[config.mk]
export PLATFORM = sky130hd
export DESIGN_NAME = add_sub_paren_expression_eval_flat
export DESIGN_NICKNAME = d
export VERILOG_FILES = /design/src/rtl/asp_pkg.sv /design/src/rtl/asp_if.sv /design/src/rtl/asp_ram.sv /design/src/rtl/asp_ctrl.sv /design/src/rtl/asp_dpath.sv /design/src/rtl/add_sub_paren_expression_eval.sv /design/src/flat_wrapper.sv
export SDC_FILE = /design/constraint.sdc
export NUM_CORES = 1
export LEC_CHECK = 0
export ABC_AREA = 1
export BUFFER_PORTS_ARGS = -buffer_cell sky130_fd_sc_hd__buf_2
export CAP_MARGIN = 10
export CORE_MARGIN = 8
export CORE_UTILIZATION = 45
export DETAILED_ROUTE_END_ITERATION = 6
export SYNTH_ARGS = -nofsm -noshare
export SYNTH_HDL_FRONTEND = slang
export SYNTH_SLANG_ARGS = --single-unit
[constraint.sdc]
create_clock -name clk -period 5.5 [get_ports clk]
set_input_delay 0.275 -clock clk [delete_from_list [all_inputs] [get_ports clk]]
set_output_delay 0.275 -clock clk [all_outputs]
set_load 0.005 [all_outputs]
[src/rtl/asp_pkg.sv]
package asp_pkg;

  localparam logic [7:0] CH_ZERO  = 8'h30;
  localparam logic [7:0] CH_NINE  = 8'h39;
  localparam logic [7:0] CH_SPACE = 8'h20;
  localparam logic [7:0] CH_OPEN  = 8'h28;
  localparam logic [7:0] CH_CLOSE = 8'h29;
  localparam logic [7:0] CH_PLUS  = 8'h2B;

  typedef enum logic [2:0] {
    CLS_DIGIT,
    CLS_SPACE,
    CLS_OPEN,
    CLS_CLOSE,
    CLS_OTHER
  } char_class_t;

  // Commands from the sequencer to the datapath, at most a few per cycle.
  typedef struct packed {
    logic accept;       // input beat taken: latch char, fold in a digit
    logic end_num;      // push the number being built, if any
    logic push_paren;   // push '(' on the operator stack
    logic read_op;      // read top operator
    logic pop_paren;    // drop a leftover '(' at the end, flag underflow
    logic pop_op;       // pop top operator and keep it for the reduction
    logic underflow;    // reduction without two operands
    logic read_b;       // read right operand
    logic read_a;       // keep right operand, read left operand
    logic write_sum;    // replace the two operands by the result
    logic close_paren;  // pop the matching '('
    logic push_op;      // push '+' or '-'
    logic read_top;     // read the final top of the operand stack
    logic emit;         // load the result register, clear the evaluator
  } cmd_t;

  typedef struct packed {
    logic        in_digit;    // payload on the input channel is a digit
    logic        in_last;     // payload on the input channel ends the expression
    logic        last;        // latched character ends the expression
    char_class_t cls;         // class of the latched character
    logic        oper_empty;
    logic        top_paren;   // operator just read is '('
    logic        opnd_lt2;
    logic        out_free;    // result register may be loaded
  } status_t;

  function automatic char_class_t classify(input logic [7:0] c);
    char_class_t cls;
    if (c inside {[CH_ZERO:CH_NINE]}) cls = CLS_DIGIT;
    else if (c == CH_SPACE)          cls = CLS_SPACE;
    else if (c == CH_OPEN)           cls = CLS_OPEN;
    else if (c == CH_CLOSE)          cls = CLS_CLOSE;
    else                             cls = CLS_OTHER;
    return cls;
  endfunction

endpackage

[src/rtl/asp_if.sv]
interface asp_in_if;
  logic       valid;
  logic       ready;
  logic [7:0] char_code;
  logic       last_char;

  modport source (output valid, output char_code, output last_char, input ready);
  modport sink   (input valid, input char_code, input last_char, output ready);
endinterface

interface asp_out_if;
  logic               valid;
  logic               ready;
  logic signed [31:0] value;
  logic [1:0]         error_code;

  modport source (output valid, output value, output error_code, input ready);
  modport sink   (input valid, input value, input error_code, output ready);
endinterface

[src/rtl/asp_ram.sv]
module asp_ram #(
  parameter int WIDTH = 32,
  parameter int DEPTH = 16
) (
  input  logic                     clk,
  input  logic                     we,
  input  logic [$clog2(DEPTH)-1:0] waddr,
  input  logic [WIDTH-1:0]         wdata,
  input  logic                     re,
  input  logic [$clog2(DEPTH)-1:0] raddr,
  output logic [WIDTH-1:0]         rdata
);

  logic [WIDTH-1:0] mem [DEPTH];

  always_ff @(posedge clk) begin
    if (we) begin
      mem[waddr] <= wdata;
    end
    if (re) begin
      rdata <= mem[raddr];
    end
  end

endmodule

[src/rtl/asp_ctrl.sv]
module asp_ctrl import asp_pkg::*; (
  input  logic    clk,
  input  logic    rst,
  input  logic    in_valid,
  output logic    in_ready,
  input  status_t status,
  output cmd_t    cmd
);

  typedef enum logic [3:0] {
    S_IDLE,
    S_END,
    S_FIN_END,
    S_R_CHK,
    S_R_OP,
    S_R_B,
    S_R_A,
    S_POST,
    S_FIN_RD,
    S_EMIT
  } state_t;

  state_t state, state_next;
  logic   fin, fin_next;   // reducing everything for the final result

  assign in_ready = (state == S_IDLE);

  always_comb begin
    cmd        = '0;
    state_next = state;
    fin_next   = fin;
    case (state)
      S_IDLE: begin
        if (in_valid) begin
          cmd.accept = 1'b1;
          if (!status.in_digit) state_next = S_END;
          else if (status.in_last) state_next = S_FIN_END;
        end
      end
      S_END: begin
        cmd.end_num = 1'b1;
        case (status.cls)
          CLS_CLOSE, CLS_OTHER: begin
            fin_next   = 1'b0;
            state_next = S_R_CHK;
          end
          default: begin
            cmd.push_paren = (status.cls == CLS_OPEN);
            fin_next       = 1'b1;
            state_next     = status.last ? S_R_CHK : S_IDLE;
          end
        endcase
      end
      S_FIN_END: begin
        cmd.end_num = 1'b1;
        fin_next    = 1'b1;
        state_next  = S_R_CHK;
      end
      S_R_CHK: begin
        if (status.oper_empty) begin
          state_next = fin ? S_FIN_RD : S_POST;
        end else begin
          cmd.read_op = 1'b1;
          state_next  = S_R_OP;
        end
      end
      S_R_OP: begin
        if (status.top_paren) begin
          if (fin) begin
            cmd.pop_paren = 1'b1;
            state_next    = S_R_CHK;
          end else begin
            state_next = S_POST;
          end
        end else begin
          cmd.pop_op = 1'b1;
          if (status.opnd_lt2) begin
            cmd.underflow = 1'b1;
            state_next    = S_R_CHK;
          end else begin
            cmd.read_b = 1'b1;
            state_next = S_R_B;
          end
        end
      end
      S_R_B: begin
        cmd.read_a = 1'b1;
        state_next = S_R_A;
      end
      S_R_A: begin
        cmd.write_sum = 1'b1;
        state_next    = S_R_CHK;
      end
      S_POST: begin
        if (status.cls == CLS_CLOSE) cmd.close_paren = 1'b1;
        else                         cmd.push_op     = 1'b1;
        fin_next   = 1'b1;
        state_next = status.last ? S_R_CHK : S_IDLE;
      end
      S_FIN_RD: begin
        cmd.read_top = 1'b1;
        state_next   = S_EMIT;
      end
      S_EMIT: begin
        if (status.out_free) begin
          cmd.emit   = 1'b1;
          state_next = S_IDLE;
        end
      end
      default: state_next = S_IDLE;
    endcase
  end

  always_ff @(posedge clk) begin
    if (rst) begin
      state <= S_IDLE;
      fin   <= 1'b0;
    end else begin
      state <= state_next;
      fin   <= fin_next;
    end
  end

endmodule

[src/rtl/asp_dpath.sv]
module asp_dpath import asp_pkg::*; #(
  parameter int OPERAND_DEPTH  = 16,
  parameter int OPERATOR_DEPTH = 16
) (
  input  logic       clk,
  input  logic       rst,
  input  logic [7:0] char_code,
  input  logic       last_char,
  input  cmd_t       cmd,
  output status_t    status,
  asp_out_if.source  result
);

  localparam int NUM_AW = $clog2(OPERAND_DEPTH);
  localparam int NUM_CW = $clog2(OPERAND_DEPTH + 1);
  localparam int OPR_AW = $clog2(OPERATOR_DEPTH);
  localparam int OPR_CW = $clog2(OPERATOR_DEPTH + 1);

  localparam logic [1:0] OP_PAREN = 2'd0;
  localparam logic [1:0] OP_ADD   = 2'd1;
  localparam logic [1:0] OP_SUB   = 2'd2;

  localparam logic [1:0] ERR_NONE      = 2'd0;
  localparam logic [1:0] ERR_OVERFLOW  = 2'd1;
  localparam logic [1:0] ERR_UNDERFLOW = 2'd2;

  logic [7:0]        char_reg;
  logic              last_reg;
  logic [31:0]       acc;
  logic              active;
  logic [NUM_CW-1:0] opnd_cnt;
  logic [OPR_CW-1:0] oper_cnt;
  logic [1:0]        err;
  logic [1:0]        op_reg;
  logic [31:0]       b_reg;
  logic              top_valid;

  logic [NUM_CW-1:0] opnd_m1, opnd_m2;
  logic [OPR_CW-1:0] oper_m1;
  logic              opnd_full, oper_full;
  logic              push_num, push_any_op;
  logic              ovf, unf;
  logic [31:0]       sum;
  logic [3:0]        digit;

  logic              num_we, num_re;
  logic [NUM_AW-1:0] num_waddr, num_raddr;
  logic [31:0]       num_wdata, num_rdata;
  logic              opr_we;
  logic [1:0]        opr_wdata, opr_rdata;

  assign opnd_m1     = opnd_cnt - NUM_CW'(1);
  assign opnd_m2     = opnd_cnt - NUM_CW'(2);
  assign oper_m1     = oper_cnt - OPR_CW'(1);
  assign opnd_full   = (opnd_cnt >= NUM_CW'(OPERAND_DEPTH));
  assign oper_full   = (oper_cnt >= OPR_CW'(OPERATOR_DEPTH));
  assign push_num    = cmd.end_num && active;
  assign push_any_op = cmd.push_paren || cmd.push_op;
  assign digit       = char_code[3:0];
  assign sum         = (op_reg == OP_ADD) ? (num_rdata + b_reg) : (num_rdata - b_reg);

  // Operand stack: pushes at the count, the reduction result lands two below it.
  assign num_we    = (push_num && !opnd_full) || cmd.write_sum;
  assign num_waddr = cmd.write_sum ? opnd_m2[NUM_AW-1:0] : opnd_cnt[NUM_AW-1:0];
  assign num_wdata = cmd.write_sum ? sum : acc;
  assign num_re    = cmd.read_b || cmd.read_a || cmd.read_top;
  assign num_raddr = cmd.read_a ? opnd_m2[NUM_AW-1:0] : opnd_m1[NUM_AW-1:0];

  assign opr_we    = push_any_op && !oper_full;
  assign opr_wdata = cmd.push_paren ? OP_PAREN : ((char_reg == CH_PLUS) ? OP_ADD : OP_SUB);

  asp_ram #(.WIDTH(32), .DEPTH(OPERAND_DEPTH)) u_num_ram (
    .clk   (clk),
    .we    (num_we),
    .waddr (num_waddr),
    .wdata (num_wdata),
    .re    (num_re),
    .raddr (num_raddr),
    .rdata (num_rdata)
  );

  asp_ram #(.WIDTH(2), .DEPTH(OPERATOR_DEPTH)) u_opr_ram (
    .clk   (clk),
    .we    (opr_we),
    .waddr (oper_cnt[OPR_AW-1:0]),
    .wdata (opr_wdata),
    .re    (cmd.read_op),
    .raddr (oper_m1[OPR_AW-1:0]),
    .rdata (opr_rdata)
  );

  assign ovf = (push_num && opnd_full) || (push_any_op && oper_full);
  assign unf = cmd.underflow || cmd.pop_paren || (cmd.close_paren && oper_cnt == '0);

  always_comb begin
    status.in_digit   = (classify(char_code) == CLS_DIGIT);
    status.in_last    = last_char;
    status.last       = last_reg;
    status.cls        = classify(char_reg);
    status.oper_empty = (oper_cnt == '0);
    status.top_paren  = (opr_rdata == OP_PAREN);
    status.opnd_lt2   = (opnd_cnt < NUM_CW'(2));
    status.out_free   = !result.valid || result.ready;
  end

  always_ff @(posedge clk) begin
    if (cmd.accept) begin
      char_reg <= char_code;
      last_reg <= last_char;
    end
    if (cmd.pop_op)   op_reg    <= opr_rdata;
    if (cmd.read_a)   b_reg     <= num_rdata;
    if (cmd.read_top) top_valid <= (opnd_cnt != '0);
    if (cmd.emit) begin
      result.value      <= top_valid ? num_rdata : 32'sd0;
      result.error_code <= err;
    end
  end

  always_ff @(posedge clk) begin
    if (rst) begin
      acc          <= '0;
      active       <= 1'b0;
      opnd_cnt     <= '0;
      oper_cnt     <= '0;
      err          <= ERR_NONE;
      result.valid <= 1'b0;
    end else begin
      if (cmd.accept && status.in_digit) begin
        // acc * 10 + digit, wrapping at 32 bits
        acc    <= active ? ((acc << 3) + (acc << 1) + 32'(digit)) : 32'(digit);
        active <= 1'b1;
      end else if (cmd.end_num) begin
        acc    <= '0;
        active <= 1'b0;
      end

      if (cmd.emit) begin
        opnd_cnt <= '0;
      end else if (push_num && !opnd_full) begin
        opnd_cnt <= opnd_cnt + NUM_CW'(1);
      end else if (cmd.write_sum) begin
        opnd_cnt <= opnd_m1;
      end

      if (cmd.emit) begin
        oper_cnt <= '0;
      end else if (opr_we) begin
        oper_cnt <= oper_cnt + OPR_CW'(1);
      end else if (cmd.pop_op || cmd.pop_paren || (cmd.close_paren && oper_cnt != '0)) begin
        oper_cnt <= oper_m1;
      end

      // first error since the last result sticks
      if (cmd.emit) begin
        err <= ERR_NONE;
      end else if (err == ERR_NONE) begin
        if (ovf)      err <= ERR_OVERFLOW;
        else if (unf) err <= ERR_UNDERFLOW;
      end

      if (cmd.emit)              result.valid <= 1'b1;
      else if (result.ready)     result.valid <= 1'b0;
    end
  end

endmodule

[src/rtl/add_sub_paren_expression_eval.sv]
// channel  dir  signals                          beat
// expr     in   valid ready char_code last_char  one character
// result   out  valid ready value error_code     one result per last character
// A digit is only accepted; a space or '(' adds the end step, ')', '+' or '-' end, check and post,
// plus an operator read if the reduction stops at '('. Each operator reduced adds operator read,
// two operand reads and write back, each '(' left at the end a check and a pop. The last character
// adds final check, top read and emit, a digit also an end step. Stacks are single RAMs with
// registered reads. Reset is synchronous and does not clear the RAMs or the data registers.
// A result still waiting in the output register holds the evaluator in its emit step, so
// characters after the next last character wait until that result is taken.
module add_sub_paren_expression_eval import asp_pkg::*; #(
  parameter int OPERAND_DEPTH  = 16,
  parameter int OPERATOR_DEPTH = 16
) (
  input logic       clk,
  input logic       rst,
  asp_in_if.sink    expr,
  asp_out_if.source result
);

  cmd_t    cmd;
  status_t status;
  logic    ready;

  assign expr.ready = ready;

  asp_ctrl u_ctrl (
    .clk      (clk),
    .rst      (rst),
    .in_valid (expr.valid),
    .in_ready (ready),
    .status   (status),
    .cmd      (cmd)
  );

  asp_dpath #(
    .OPERAND_DEPTH  (OPERAND_DEPTH),
    .OPERATOR_DEPTH (OPERATOR_DEPTH)
  ) u_dpath (
    .clk       (clk),
    .rst       (rst),
    .char_code (expr.char_code),
    .last_char (expr.last_char),
    .cmd       (cmd),
    .status    (status),
    .result    (result)
  );

endmodule

[src/flat_wrapper.sv]
// flat-port wrapper written by rule: the top's interface ports become plain ports
module add_sub_paren_expression_eval_flat import asp_pkg::*;
#(
  parameter int OPERAND_DEPTH  = 16,
  parameter int OPERATOR_DEPTH = 16
)
  (clk, rst, expr_valid, expr_char_code, expr_last_char, expr_ready, result_valid, result_value, result_error_code, result_ready);
  asp_in_if expr_i ();
  asp_out_if result_i ();
  input logic clk;
  input logic rst;
  input wire logic [$bits(expr_i.valid)-1:0] expr_valid;
  input wire logic [$bits(expr_i.char_code)-1:0] expr_char_code;
  input wire logic [$bits(expr_i.last_char)-1:0] expr_last_char;
  output wire logic [$bits(expr_i.ready)-1:0] expr_ready;
  output wire logic [$bits(result_i.valid)-1:0] result_valid;
  output wire logic [$bits(result_i.value)-1:0] result_value;
  output wire logic [$bits(result_i.error_code)-1:0] result_error_code;
  input wire logic [$bits(result_i.ready)-1:0] result_ready;
  assign expr_i.valid = expr_valid;
  assign expr_i.char_code = expr_char_code;
  assign expr_i.last_char = expr_last_char;
  assign expr_ready = expr_i.ready;
  assign result_valid = result_i.valid;
  assign result_value = result_i.value;
  assign result_error_code = result_i.error_code;
  assign result_i.ready = result_ready;
  add_sub_paren_expression_eval #(.OPERAND_DEPTH(OPERAND_DEPTH), .OPERATOR_DEPTH(OPERATOR_DEPTH)) u_core (.clk(clk), .rst(rst), .expr(expr_i), .result(result_i));
endmodule
# == After elaboration in Yosys (flattened, before gate mapping) ==
# Memory sizes are Yosys's and may differ from the RTL's. A register that Yosys moved wholly into a read port is not among the register bits.
# Cells that the tools add are included.
# op_classes
n_addsub,9
order_cmp,7
n_eq_ne,23
mux,66
reduce_logical,43
# ops
cell,n
2-to-1 mux 32 bit,5
adder 32 bit,2
== test 8 x 6 -> 1 bit (second input constant),7
2-to-1 mux 4 bit,10
case mux 4 bit (9 select lines),1
2-to-1 mux 3 bit,11
adder 32 x 4 -> 32 bit,1
subtractor 32 bit,1
2-to-1 mux 1 bit,27
2-to-1 mux 5 bit,4
== test 4 x 3 -> 1 bit (second input constant),4
greater-or-equal comparator 8 x 6 -> 1 bit (second input constant),2
less-or-equal comparator 8 x 6 -> 1 bit (second input constant),2
2-to-1 mux 2 bit,7
nonzero test 2 bit,6
adder 5 x 1 -> 5 bit (second input constant),2
greater-or-equal comparator 5 bit (second input constant),2
logical AND 1 bit,10
logical OR 1 bit,10
nonzero test 5 bit,2
OR reduction 2 bit,5
subtractor 5 x 1 -> 5 bit (second input constant),2
== test 4 x 2 -> 1 bit (second input constant),2
== test 4 bit (second input constant),2
other kinds (17),21
# word_totals
ff_bits,129
ram_bits,544
in_bits,13
out_inout_bits,36
word_cells,165
mem_count,2
# mem_list
memory,depth,word_bits,rd,rd_ports_with_merged_regs,write_ports,line,text
u_core.u_dpath.u_num_ram.mem,16,32,1,1,1,asp_ram.sv:14,logic [WIDTH-1:0] mem [DEPTH];
u_core.u_dpath.u_opr_ram.mem,16,2,1,1,1,asp_ram.sv:14,

# == Longest topological paths before layout ==
# logic_depth
word_depth,14
mapped_depth,21
mapped_depth_nobuf,21

# == Hierarchy ==
# A second synthesis with hierarchy kept.
# unflattened
hier_cells,3957
hier_area_um2,35826.9
# by_module_without_submodules
module,instances,cells_each,area_per_inst_um2,seq_area_each_um2
asp_ram (u_core.u_dpath.u_num_ram),1,2120,23050.9,16335.7
asp_dpath,1,1589,10745.3,3263.1
asp_ram (u_core.u_dpath.u_opr_ram),1,159,1551.5,1021.0
asp_ctrl,1,89,479.2,100.1

# == Least setup slack after synthesis ==
# OpenSTA, ideal clock, no wires.
# synth_timing
path_type,flip-flop to flip-flop
start,reg u_core.u_dpath.op_reg[1]
end,mem u_core.u_dpath.u_num_ram.mem[0][12] (data pin)
setup_time_ns,0.330
arrival_time_ns,3.102
t_required_ns,5.170
path_slack_ns,2.067
stages_incl_launch_ff,15
path_buffers,2
synth_period_minus_slack_ns,3.433
cell_sequence,edfxtp_1 > nor2_1 > inv_1 > clkbuf_1 > buf_1 > nand2_1 > o21ai_0 > fa_1 > nand2_1 > nand2_1 > and2_1 > nand3_1 > nand3_1 > xnor2_1 > o21ai_0
# synth_between
elab_chain_cells,3
# synth_lines
element,line,text
start: declaration,asp_dpath.sv:34,logic [1:0] op_reg;
start signal: assignment,asp_dpath.sv:111,if (cmd.pop_op) op_reg <= opr_rdata;
== test 2 x 1 -> 1 bit,asp_dpath.sv:60,assign sum = (op_reg == OP_ADD) ? (num_rdata + b_reg) : (num_rdata - b_reg);
2-to-1 mux 32 bit,asp_dpath.sv:60,
2-to-1 mux 32 bit,asp_dpath.sv:65,assign num_wdata = cmd.write_sum ? sum : acc;
named net u_core.u_dpath.num_wdata[12],asp_dpath.sv:48,"logic [31:0] num_wdata, num_rdata;"
end: declaration,asp_ram.sv:14,
# The timed path passes the listed nets, and every way through them passes these cells.

# == Worst setup path in the final report ==
# layout_timing
start,reg u_core.u_dpath.op_reg[1]
end,mem u_core.u_dpath.u_num_ram.mem[4][15] (data pin)
# The elaborated chain is that of the path after synthesis.

==> impl_metrics.json <==
{
  "outcome": "finished clean",
  "synth-simple-area-share_pct": 12.88,
  "vias": 24640,
  "syn_avg_cell_area_sq_um": 10.20,
  "synth_warnings": 0,
  "hold_slack_ns": 0.09577,
  "min_from": "expr_valid",
  "pin_count": 49,
  "numCtsBuffers": 76,
  "ys_ff_latch": 707,
  "dp_hpwl_mm": 62.61,
  "syn_to_final_growth_pct": 11.43,
  "rows": 100,
  "slew_violations": 0,
  "gp_congestion": 0.8903,
  "finClkSkew_ns": 0.03140,
  "grt_util_all_layers_pct": 22.30,
  "drt-initial-drc-count": 2402,
  "synth_top_family_by_area": "compound AO/OA/AOI/OAI gates",
  "clkPwrFrac_pct": 41.3,
  "rsz0062_at_grt": "no",
  "drtPass1Iterations": 7,
  "ant_nets": 0,
  "fp.dieH_microns": 290.5,
  "grt_pass1_vias": 23810,
  "synth_area_sq_um": 33910,
  "min_path_type": "input pin to register",
  "grt_pass1_wl_mm": 146.0,
  "ys_seq_area_share_pct": 61.11,
  "cp-end-kind": "register",
  "combPwrFrac_pct": 8.4,
  "r2r-start": "u_core.u_dpath.op_reg[1]",
  "synth_top_area_share_pct": 58.10,
  "cts_setup_buffers": 0,
  "path_clk_slew_ns": 0.06,
  "antenna_found_initial": 0,
  "p_total_mw": 11.78,
  "wl_per_cell_microns": 22.07,
  "yosys-top-cells-area": "edfxtp_1, nand2_1, a21oi_1, o21ai_0, inv_1",
  "ir_drop_v": 0.0002077,
  "clockBufferDepth": 3,
  "min_period_ns": 4.391,
  "layout.nets": 3485,
  "worst_pin_slew_ns": 1.180,
  "setup_viol_count_final": 0,
  "dieArea_sq_um": 84380,
  "die_w_microns": 290.5,
  "cts.hold.buffers_added": 10,
  "start_util_pct": 45.47,
  "synth_mux_area_share_pct": 0.1181,
  "synth.largest_area_cell": "edfxtp_1",
  "viasPerCell": 5.611,
  "synth.distinct_cells": 43,
  "cts_tree": "built",
  "synth_compound_area_share_pct": 14.12,
  "clock_sinks": 707,
  "drive_above_1_share_pct": 7.132,
  "io_buffers": 48,
  "power.density_nw_per_um2": 311.9,
  "worstSkewPairLatency_ns": 0.63,
  "drt-total-wl_mm": 96.90,
  "path_max_fanout": 29,
  "largest_reg_flops": 512,
  "p_leak_nw": 15.22,
  "crit_arrival_ns": 4.65,
  "synth_xor_area_share_pct": 1.550,
  "grt_max_degree": 188,
  "worstPathRequired_ns": 5.76,
  "start_kind": "register",
  "p_sw_mw": 2.857,
  "intPower_mw": 8.927,
  "max_cap_viol_count": 0,
  "seqPwrFrac_pct": 50.2,
  "criticalPathCategory": "register to register",
  "max_flop_register": "u_core.u_dpath.u_num_ram.mem",
  "h-tree-depth": 3,
  "synthAdderAreaFrac_pct": 4.089,
  "fin_util_pct": 50.66,
  "syn_nets": 3446,
  "cts-root-buf": "clkbuf_16",
  "syn_inst": 3324,
  "switching_share_pct": 24.24,
  "slew_headroom_pct": 20.80,
  "timing.fmax_mhz": 227.8,
  "post-route-period-util_pct": 79.83,
  "setup_tns_ns": 0,
  "drcViolationCount": 0,
  "startpoint": "u_core.u_dpath.op_reg[1]",
  "ctsResizeCount": 0,
  "hold_violations": 0,
  "overflow": 0,
  "core_area_sq_um": 74570
}
==> final timing paths <==
kind / endpoint / slack, ns / cells after the start
setup / recovery: u_core.u_dpath.u_num_ram.mem[4][15] / 1.11 / 12
setup reg to reg: u_core.u_dpath.u_num_ram.mem[4][15] / 1.11 / 12
hold reg to reg: u_core.u_dpath.result.error_code[1] / 0.48 / 0
hold / removal: u_core.u_ctrl.state[1] / 0.1 / 5
==> cell type report <==
type                    count  area (sq um)
diodes                      1         2.502
clock buffers             108          2063
clock inverters            28         285.3
fillers                  6671         36790
inverters                 385          1446
multi-input cells        2084         11300
flip-flops and latches    707         20720
well taps                 969          1212
repair buffers            109         748.2
==> critical path: stages, from the launching register on <==
cell      delay [ns]
edfxtp_1        0.37
nor2_1          0.46
inv_1           0.54
o21ai_0         0.59
ha_1            0.34
nand3_1         0.07
nand2_1         0.12
nand2_1         0.09
nand2_1         0.10
nand2_1         0.08
nand2_1         0.15
xnor2_1         0.18
o21ai_1         0.91
==> metal layers <==
metal	up-vias	routed length [microns]	GRT usage [%]	part of all wire [%]
met5	-	0	0	0
met4	0	2311	6.280	2.4
met3	146	6432	3.436	6.6
met2	814	44520	35.81	46
met1	11920	43630	31.35	45
li1	11760	-	-	-
==> logic make-up (layout without fill, tap and decap cells) <==
kind of cell,Yosys count,in the layout
AOI/OAI and AO/OA,868,868
xor gates and xnor gates,60,60
adders and majority gates,109,109
buffers and inverters,533,630
DFF,707,707
muxes,4,4
other,0,1
and+or+nand+nor,1043,1043
==> placed cells by master, fill, tap and decap left out, types with 10 or more instances in the layout <==
| master | count |
|---|---|
| dfxtp_1 | 51 |
| dlygate4sd3_1 | 10 |
| or2_2 | 14 |
| inv_1 | 380 |
| buf_2 | 48 |
| o211ai_1 | 136 |
| clkbuf_16 | 77 |
| buf_4 | 49 |
| a21oi_1 | 366 |
| nor2_1 | 171 |
| ha_1 | 106 |
| clkbuf_1 | 29 |
| o21ai_0 | 306 |
| nor3_1 | 24 |
| nand3_1 | 181 |
| xnor2_1 | 17 |
| nor2_4 | 18 |
| xor2_1 | 43 |
| nand4_1 | 26 |
| edfxtp_1 | 656 |
| clkinv_1 | 14 |
| nand3b_1 | 10 |
| o21ai_1 | 19 |
| nand2_1 | 578 |
==> power by group through the flow <==
| stage | Clock (mW) | Sequential [mW] | Combinational [mW] |
|---|---|---|---|
| after floorplan | 0 | 6.01 | 0.675 |
| after global placement | 0 | 6.03 | 0.972 |
| after detailed placement | 0 | 6.03 | 0.980 |
| after CTS | 4.94 | 5.92 | 0.989 |
| after global routing | 5.16 | 5.92 | 1.10 |
| final | 4.87 | 5.92 | 0.995 |
==> Yosys cell counts, drive strengths merged <==
master	instances
edfxtp	656
nand2	584
inv	385
a21oi	366
o21ai	328
nor2	192
nand3	182
o211ai	136
ha	106
clkbuf	86
buf	62
dfxtp	51
xor2	43
nand4	26
nor3	26
xnor2	17
or2	15
nand3b	10
a31oi	8
o21bai	7
o31ai	6
and2	5
mux2i	4
o221ai	4
o32ai	4
a21boi	3
fa	3
o21a	3
nor3b	2
a21o	1
a221oi	1
and3	1
o311ai	1
==> metrics by stage <==
stage               cells  cell area (sq um)  setup slack, ns
floorplan            3324              33910            2.067
global route         4390              37780           0.7429
CTS                  4389              37770            1.015
detailed placement   4243              35320            1.032
global placement     4243              35320            1.115
finish               4391              37780            1.109
(Power assumes the default switching activity.)
